$ cat src/hdl/rpv_pkg.sv
package rpv_pkg;

  // Payload layout
  localparam int unsigned HEADER_LEN = 5;
  localparam int unsigned SLOT_LEN_SH = 2;  // four bytes per slot

  // Field widths
  localparam int unsigned BYTE_W  = 8;
  localparam int unsigned ERR_W   = 3;
  localparam int unsigned VLEN_W  = 11;
  localparam int unsigned CNT_W   = 8;
  localparam int unsigned EPOCH_W = 32;
  localparam int unsigned LEFT_W  = 10;
  localparam int unsigned PHASE_W = 3;

  localparam int unsigned RES_W = 1 + ERR_W + VLEN_W + CNT_W + EPOCH_W;
  localparam int unsigned OUT_TDATA_W = ((RES_W + 7) / 8) * 8;

  // Error codes
  localparam logic [ERR_W-1:0] ERR_OK          = 3'd0;
  localparam logic [ERR_W-1:0] ERR_SHORT_HDR   = 3'd1;
  localparam logic [ERR_W-1:0] ERR_NAME_START  = 3'd2;
  localparam logic [ERR_W-1:0] ERR_NAME_OVERRUN = 3'd3;
  localparam logic [ERR_W-1:0] ERR_SLOT_START  = 3'd4;
  localparam logic [ERR_W-1:0] ERR_SLOT_OVERRUN = 3'd5;
  localparam logic [ERR_W-1:0] ERR_TOO_LONG    = 3'd6;

  typedef struct packed {
    logic [EPOCH_W-1:0] epoch_seconds;
    logic [CNT_W-1:0]   record_count;
    logic [VLEN_W-1:0]  valid_length;
    logic [ERR_W-1:0]   error_code;
    logic               valid_res;
  } result_t;

endpackage

$ cat src/hdl/record_payload_validator.sv
// Record payload validator.
// Payload bytes arrive on the in_ stream, one byte per beat, in_tlast on the
// final byte. The header is a 4-byte big-endian epoch and a record count
// byte; each record is a length-prefixed name, a slot count and 4 bytes per
// slot. Bytes after the final record are accepted and counted.
// For each payload exactly one beat leaves on the out_ stream, carrying the
// valid flag, error code, accepted length (0 when invalid), record count and
// epoch. Bytes beyond MAX_LEN are counted as too long and not decoded.
// The last byte passes through the input register, then its verdict is loaded
// into the result register, which drives out_tvalid.
// Throughput: one byte per cycle, except while a last byte waits in the input
// register for the result register; the decoder is a small state machine with
// counters, updated once per registered byte.
// Reset (rst_n low, synchronous) empties both registers and returns the
// decoder to the header phase. After each last byte the decoder also returns
// to the header phase, ready for the next payload.
// When the receiver stalls, the result is held; the next payload's bytes keep
// flowing until a second last byte reaches the input register, which then
// waits and backs up in_tready.
module record_payload_validator
  import rpv_pkg::*;
#(
  parameter int unsigned MAX_LEN = 1024
) (
  input  logic                   clk,
  input  logic                   rst_n,
  input  logic                   in_tvalid,
  output logic                   in_tready,
  input  logic [BYTE_W-1:0]      in_tdata,   // [7:0] data_byte
  input  logic                   in_tlast,
  output logic                   out_tvalid,
  input  logic                   out_tready,
  output logic [OUT_TDATA_W-1:0] out_tdata   // [0] valid_res, [3:1] error_code,
                                             // [14:4] valid_length,
                                             // [22:15] record_count,
                                             // [54:23] epoch_seconds, zero pad
);

  localparam int unsigned POS_W = $clog2(MAX_LEN + 2);

  // Decoder phases
  localparam logic [PHASE_W-1:0] PH_HEADER    = 3'd0;
  localparam logic [PHASE_W-1:0] PH_NAME_LEN  = 3'd1;
  localparam logic [PHASE_W-1:0] PH_NAME_BODY = 3'd2;
  localparam logic [PHASE_W-1:0] PH_SLOT_CNT  = 3'd3;
  localparam logic [PHASE_W-1:0] PH_SLOT_BODY = 3'd4;
  localparam logic [PHASE_W-1:0] PH_DONE      = 3'd5;

  // Input register
  logic              s_vld_r;
  logic [BYTE_W-1:0] s_byte_r;
  logic              s_last_r;
  logic              adv;

  // Decoder state
  logic [PHASE_W-1:0] phase_r, phase_nxt;
  logic [POS_W-1:0]   pos_r, pos_nxt;
  logic [CNT_W-1:0]   recs_r, recs_nxt;
  logic [LEFT_W-1:0]  left_r, left_nxt;
  logic [EPOCH_W-1:0] epoch_r, epoch_nxt;
  logic [CNT_W-1:0]   cnt_r, cnt_nxt;

  // Result register
  logic    out_vld_r;
  result_t res_r, res_nxt;

  logic [LEFT_W-1:0] left_dec;
  logic [CNT_W-1:0]  recs_dec;
  logic [ERR_W-1:0]  err;

  // Handshake: the input stage moves on unless it holds a last byte and the
  // result register is still occupied and not being read
  assign adv       = !s_last_r || !out_vld_r || out_tready;
  assign in_tready = !s_vld_r || adv;

  always_ff @(posedge clk) begin
    if (!rst_n) begin
      s_vld_r <= 1'b0;
    end else if (in_tready) begin
      s_vld_r <= in_tvalid;
    end
  end

  always_ff @(posedge clk) begin
    if (in_tready && in_tvalid) begin
      s_byte_r <= in_tdata;
      s_last_r <= in_tlast;
    end
  end

  // Byte decoder
  assign left_dec = left_r - LEFT_W'(1);
  assign recs_dec = recs_r - CNT_W'(1);

  always_comb begin
    phase_nxt = phase_r;
    pos_nxt   = pos_r;
    recs_nxt  = recs_r;
    left_nxt  = left_r;
    epoch_nxt = epoch_r;
    cnt_nxt   = cnt_r;
    if (pos_r <= POS_W'(MAX_LEN)) begin
      pos_nxt = pos_r + POS_W'(1);
      unique case (phase_r)
        PH_HEADER: begin
          if (pos_nxt < POS_W'(HEADER_LEN)) begin
            epoch_nxt = {epoch_r[EPOCH_W-BYTE_W-1:0], s_byte_r};
          end else begin
            cnt_nxt   = s_byte_r;
            recs_nxt  = s_byte_r;
            phase_nxt = (s_byte_r == '0) ? PH_DONE : PH_NAME_LEN;
          end
        end
        PH_NAME_LEN: begin
          if (s_byte_r == '0) begin
            phase_nxt = PH_SLOT_CNT;
          end else begin
            left_nxt  = LEFT_W'(s_byte_r);
            phase_nxt = PH_NAME_BODY;
          end
        end
        PH_NAME_BODY: begin
          left_nxt = left_dec;
          if (left_dec == '0) phase_nxt = PH_SLOT_CNT;
        end
        PH_SLOT_CNT: begin
          if (s_byte_r == '0) begin
            recs_nxt  = recs_dec;
            phase_nxt = (recs_dec == '0) ? PH_DONE : PH_NAME_LEN;
          end else begin
            left_nxt  = {s_byte_r, {SLOT_LEN_SH{1'b0}}};
            phase_nxt = PH_SLOT_BODY;
          end
        end
        PH_SLOT_BODY: begin
          left_nxt = left_dec;
          if (left_dec == '0) begin
            recs_nxt  = recs_dec;
            phase_nxt = (recs_dec == '0) ? PH_DONE : PH_NAME_LEN;
          end
        end
        default: ;
      endcase
    end
  end

  // Verdict on the last byte
  always_comb begin
    if (pos_nxt > POS_W'(MAX_LEN)) begin
      err = ERR_TOO_LONG;
    end else begin
      unique case (phase_nxt)
        PH_HEADER:    err = ERR_SHORT_HDR;
        PH_NAME_LEN:  err = ERR_NAME_START;
        PH_NAME_BODY: err = ERR_NAME_OVERRUN;
        PH_SLOT_CNT:  err = ERR_SLOT_START;
        PH_SLOT_BODY: err = ERR_SLOT_OVERRUN;
        default:      err = ERR_OK;
      endcase
    end
    res_nxt.valid_res     = (err == ERR_OK);
    res_nxt.error_code    = err;
    res_nxt.valid_length  = (err == ERR_OK) ? VLEN_W'(pos_nxt) : '0;
    res_nxt.record_count  = (err == ERR_SHORT_HDR) ? '0 : cnt_nxt;
    res_nxt.epoch_seconds = (err == ERR_SHORT_HDR) ? '0 : epoch_nxt;
  end

  // State update; a last byte returns the decoder to the header phase
  always_ff @(posedge clk) begin
    if (!rst_n) begin
      phase_r <= PH_HEADER;
      pos_r   <= '0;
      recs_r  <= '0;
      left_r  <= '0;
      epoch_r <= '0;
      cnt_r   <= '0;
    end else if (s_vld_r && adv) begin
      if (s_last_r) begin
        phase_r <= PH_HEADER;
        pos_r   <= '0;
        recs_r  <= '0;
        left_r  <= '0;
        epoch_r <= '0;
        cnt_r   <= '0;
      end else begin
        phase_r <= phase_nxt;
        pos_r   <= pos_nxt;
        recs_r  <= recs_nxt;
        left_r  <= left_nxt;
        epoch_r <= epoch_nxt;
        cnt_r   <= cnt_nxt;
      end
    end
  end

  // Result register
  always_ff @(posedge clk) begin
    if (!rst_n) begin
      out_vld_r <= 1'b0;
    end else if (s_vld_r && s_last_r && adv) begin
      out_vld_r <= 1'b1;
    end else if (out_tready) begin
      out_vld_r <= 1'b0;
    end
  end

  always_ff @(posedge clk) begin
    if (s_vld_r && s_last_r && adv) begin
      res_r <= res_nxt;
    end
  end

  assign out_tvalid = out_vld_r;
  assign out_tdata  = OUT_TDATA_W'(res_r);

endmodule
$ cat config.mk
export PLATFORM = sky130hd
export DESIGN_NAME = record_payload_validator
export DESIGN_NICKNAME = d
export VERILOG_FILES = /design/src/hdl/rpv_pkg.sv /design/src/hdl/record_payload_validator.sv
export SDC_FILE = /design/constraint.sdc
export NUM_CORES = 1
export LEC_CHECK = 0
export BUFFER_PORTS_ARGS = -buffer_cell sky130_fd_sc_hd__buf_2
export CAP_MARGIN = 10
export CORE_AREA = 4 4 147 149
export DETAILED_ROUTE_END_ITERATION = 12
export DIE_AREA = 0 0 151 153
export SLEW_MARGIN = 20
export SYNTH_ARGS = -nofsm -noshare
export SYNTH_HDL_FRONTEND = slang
export SYNTH_SLANG_ARGS = --single-unit
$ cat constraint.sdc
create_clock -name clk -period 2.7 [get_ports clk]
set_input_delay 0.405 -clock clk [delete_from_list [all_inputs] [get_ports clk]]
set_output_delay 0.405 -clock clk [all_outputs]
set_load 0.01 [all_outputs]
==> summary.txt <==
Status
  – Run status: complete, but fails checks
  – Failing checks: setup timing

Drt
  – DRC: 0
  – Via count: slightly below 6000
  – Antenna Violating Nets Remaining: 0
  – First-pass iteration count of the detailed router: 6
  – Final WL: roughly 20000 um
  – First-iteration detailed-routing DRC count: 384
  – Vias per cell: about 5.4
  – WL/cell: ~18 um

STA
  – Hold Violations, Final: 0
  – Worst Max-Slew Pin Slew: around 630 ps
  – Max Slew Vio Count: 0
  – Total negative slack: -1770 ps
  – Layout Skew: 8.26 ps
  – RSZ-0062 raised after global routing: yes
  – Fmax: 357 MHz
  – Final setup margin: -101 ps
  – Final setup vio count: 52
  – Fin crit period: between 2000 and 3000 ps
  – Final period util: 104%
  – Relative max-transition margin: slightly below 60%

Clock network
  – CTS tree: done
  – Clock Path Buffers: 2
  – Worst-skew pair later-pin latency: ~430 ps
  – Total CTS buffers: 17
  – CTS Hold Bufs: 0
  – H-tree depth: 4
  – Clock root buffer: clkbuf_16
  – Clock transition at path regs: roughly 60 ps
  – CTS sink cnt: between 100 and 150

Logic synthesis
  – Seq/Total Area, Yosys: between 40 and 50%
  – Cells after Synth: ~670
  – Synth Area in XOR/XNOR: under 10%
  – Synth warnings: 0
  – Largest family of logic cells by synthesized area: compound AO/OA/AOI/OAI gates
  – EDFF count, synth: 64
  – Post-Synth Adder-Cell Area: between 1 and 1.5%
  – Dominant synthesized flop cell: dfxtp_1
  – Leading post-synthesis cells by cell area: edfxtp_1, dfxtp_1, mux2i_1
  – Leading cell types by count after synthesis: dfxtp_1, a21oi_1, edfxtp_1
  – Syn Nets: 690
  – Synth Area in Simple Gates: about 14%
  – Ys async rst share: 0%
  – Multiplexer area fraction after synthesis: 5.83%
  – Synth unique cells: 84
  – Syn Area/Cell: between 10 and 15 um2
  – Synth top area share: a little over a quarter
  – Top-count cell post-synth: dfxtp_1
  – Cell Area, Synth: approximately 7000 um2
  – Compound-Gate Fraction of Synth Area: a little over a fifth
  – Post-synth top area cell: edfxtp_1
  – Seq cells post-synth: 138

Critical path
  – R2R Path Start: pos_r[0]$_SDFFE_PN0P_
  – Critical path required time: around 3000 ps
  – Crit start category: register
  – Arr. time, crit path: 3070 ps
  – Reg2reg setup slack: -100 ps
  – CP startpoint: pos_r[0]$_SDFFE_PN0P_
  – Worst r2r dst: out_tdata[48]$_SDFFCE_PN0P_
  – CP Capture Type: register
  – Crit-path max FO: 7
  – Reg2Reg Depth: 12
  – Worst Setup Path Type: reg2reg

Global routing
  – Vias in the first global route: 5703
  – Largest net degree at the start of global routing: 56
  – Initial antenna violation count: 0
  – Grt total ovfl: 0
  – Total track usage: approximately 17%
  – Global-route wire length before repair: 30200 um

Min path
  – Hold-critical path depth: 1
  – HP Class: in2reg
  – Min-Delay Endpoint: s_byte_r[7]$_DFFE_PP_
  – Hold Crit Start: in_tdata[7]

Power and ir drop
  – Leak Pwr: about 3.8 nW
  – PwrDens: 505 nW/um2
  – Peak VDD IR: between 0.4 and 0.5 mV
  – Post-layout power: between 4 and 5 mW

Floorplan
  – Die width: around 150 um
  – # rows: 52
  – CORE AREA: slightly above 20000 um2
  – Initial Util: a little over a third
  – Die Height: 153 um
  – Die area: 23100 um2
  – Io pins: 71

Placed design
  – HPWL after detailed placement: around 13000 um
  – Post-place setup slack: -224 ps
  – Port buffer count: 69
  – Routability Congestion: ~0.9

Job
  – Max-capacitance violation count: 0

Finish
  – Share of cells above drive strength 1: a little over 40%
  – FILL cells: about 1800
  – Multi-input logic area: 3660 um2
  – Register Area: approximately 3400 um2
  – Inserted Diodes: 0
  – Area grow syn2layout: 38.3%
  – Layout Nets: 840
==> routing by layer <==
metal	GRT usage [%]	part of all wire [%]	vias to the layer above
li1	-	-	2833
met1	21.6	43	2882
met2	27.0	49	216
met3	4.00	6.5	26
met4	4.88	1.4	0
met5	0	0	-
==> through the flow <==
stage	hold slack (ps)	utilization (%)	area, um2	instances
CTS	134	45.4	9160	1091
global route	137	48.2	9730	1104
detailed placement	464	40.8	8230	1042
global placement	460	40.8	8230	1042
floorplan	449	-	7110	671
finish	152	48.2	9730	1104
==> layout by cell type (no fill, tap or decap), types with 4 or more instances in the layout <==
master	synthesis	routed
buf_4	4	86
dfxtp_1	74	71
buf_2	13	69
edfxtp_1	64	64
nor2_1	54	52
a21oi_2	1	40
a22o_1	33	33
a21oi_1	71	29
mux2i_1	41	29
nand2_1	27	24
clkbuf_16	0	23
o21ai_0	24	21
xnor2_1	18	16
nand3_1	17	15
buf_12	0	13
nor3_1	17	11
mux2i_2	0	11
a22oi_1	12	11
inv_1	14	10
buf_6	9	9
nor3_2	2	8
a32o_1	8	8
o22ai_1	6	6
nor2b_1	6	5
nand2b_1	5	5
and3_1	5	5
or3_1	5	5
or4_4	0	5
or4_1	8	4
a31oi_1	7	4
o211ai_1	4	4
nor4_1	4	4
xor2_1	4	4
nand2_2	0	4
ha_1	6	4
==> critical path, stage by stage, from the launching register on <==
cell	delay (ps)
dfxtp_4	360
clkinv_4	50
ha_4	100
or4b_4	470
o41ai_4	240
buf_4	190
mux2i_2	220
o32ai_2	110
a41o_1	290
a21boi_4	160
buf_6	140
clkbuf_16	160
a21oi_2	170
==> how the worst max path moves through the flow <==
stage / endpoint / depth (start not counted) / slack [ps]
2_1_floorplan: out_tdata[14]$_SDFFCE_PP0P_ / 11 / -130
3_3_place_gp: out_tdata[29]$_SDFFCE_PN0P_ / 10 / -200
3_5_place_dp: out_tdata[49]$_SDFFCE_PN0P_ / 10 / -220
4_1_cts: out_tdata[26]$_SDFFCE_PN0P_ / 13 / -140
5_1_grt: out_tdata[37]$_SDFFCE_PN0P_ / 12 / -190
6_report: out_tdata[48]$_SDFFCE_PN0P_ / 12 / -100
==> what timing repair did <==
| action | CTS | global route |
|---|---|---|
| endpoints found under the setup margin | 89 | 108 |
| gates resized for setup | 27 | 92 |
| endpoints found under the hold margin | 0 | 0 |
| gates cloned | 5 | 7 |
| pin swaps | 9 | 50 |
| buffers inserted | 12 | 9 |
==> flip-flops by register name (all words and copies together), names as in the netlist <==
signal      flops
out_tdata      55
pos_r          11
epoch_r        32
recs_r          8
s_vld_r         1
left_r         10
out_tvalid      1
cnt_r           8
s_byte_r        8
phase_r         3
s_last_r        1
==> cell families after synthesis <==
group           Yosys count
other cells               1
fa+ha+maj                 6
compound gates          209
simple gates            181
flops                   138
buf+inv                  73
xor+xnor                 22
mux                      41
==> power by group <==
part | switching, mW | internal [mW]
clock | 0.911 | 1.51
sequential | 0.0202 | 2.22
combinational | 0.159 | 0.0974
total | 1.09 | 3.82
==> cell type report <==
| class | instances | area share [%] |
|---|---|---|
| Sequential cell | 138 | 35.1 |
| Clock inverter | 10 | 1.45 |
| Multi-Input combinational cell | 461 | 37.7 |
| Clock buffer | 22 | 4.77 |
| Inverter | 14 | 0.592 |
| Tap cell | 270 | 3.47 |
| Timing Repair Buffer | 189 | 17.0 |
(Power assumes the default switching activity.)
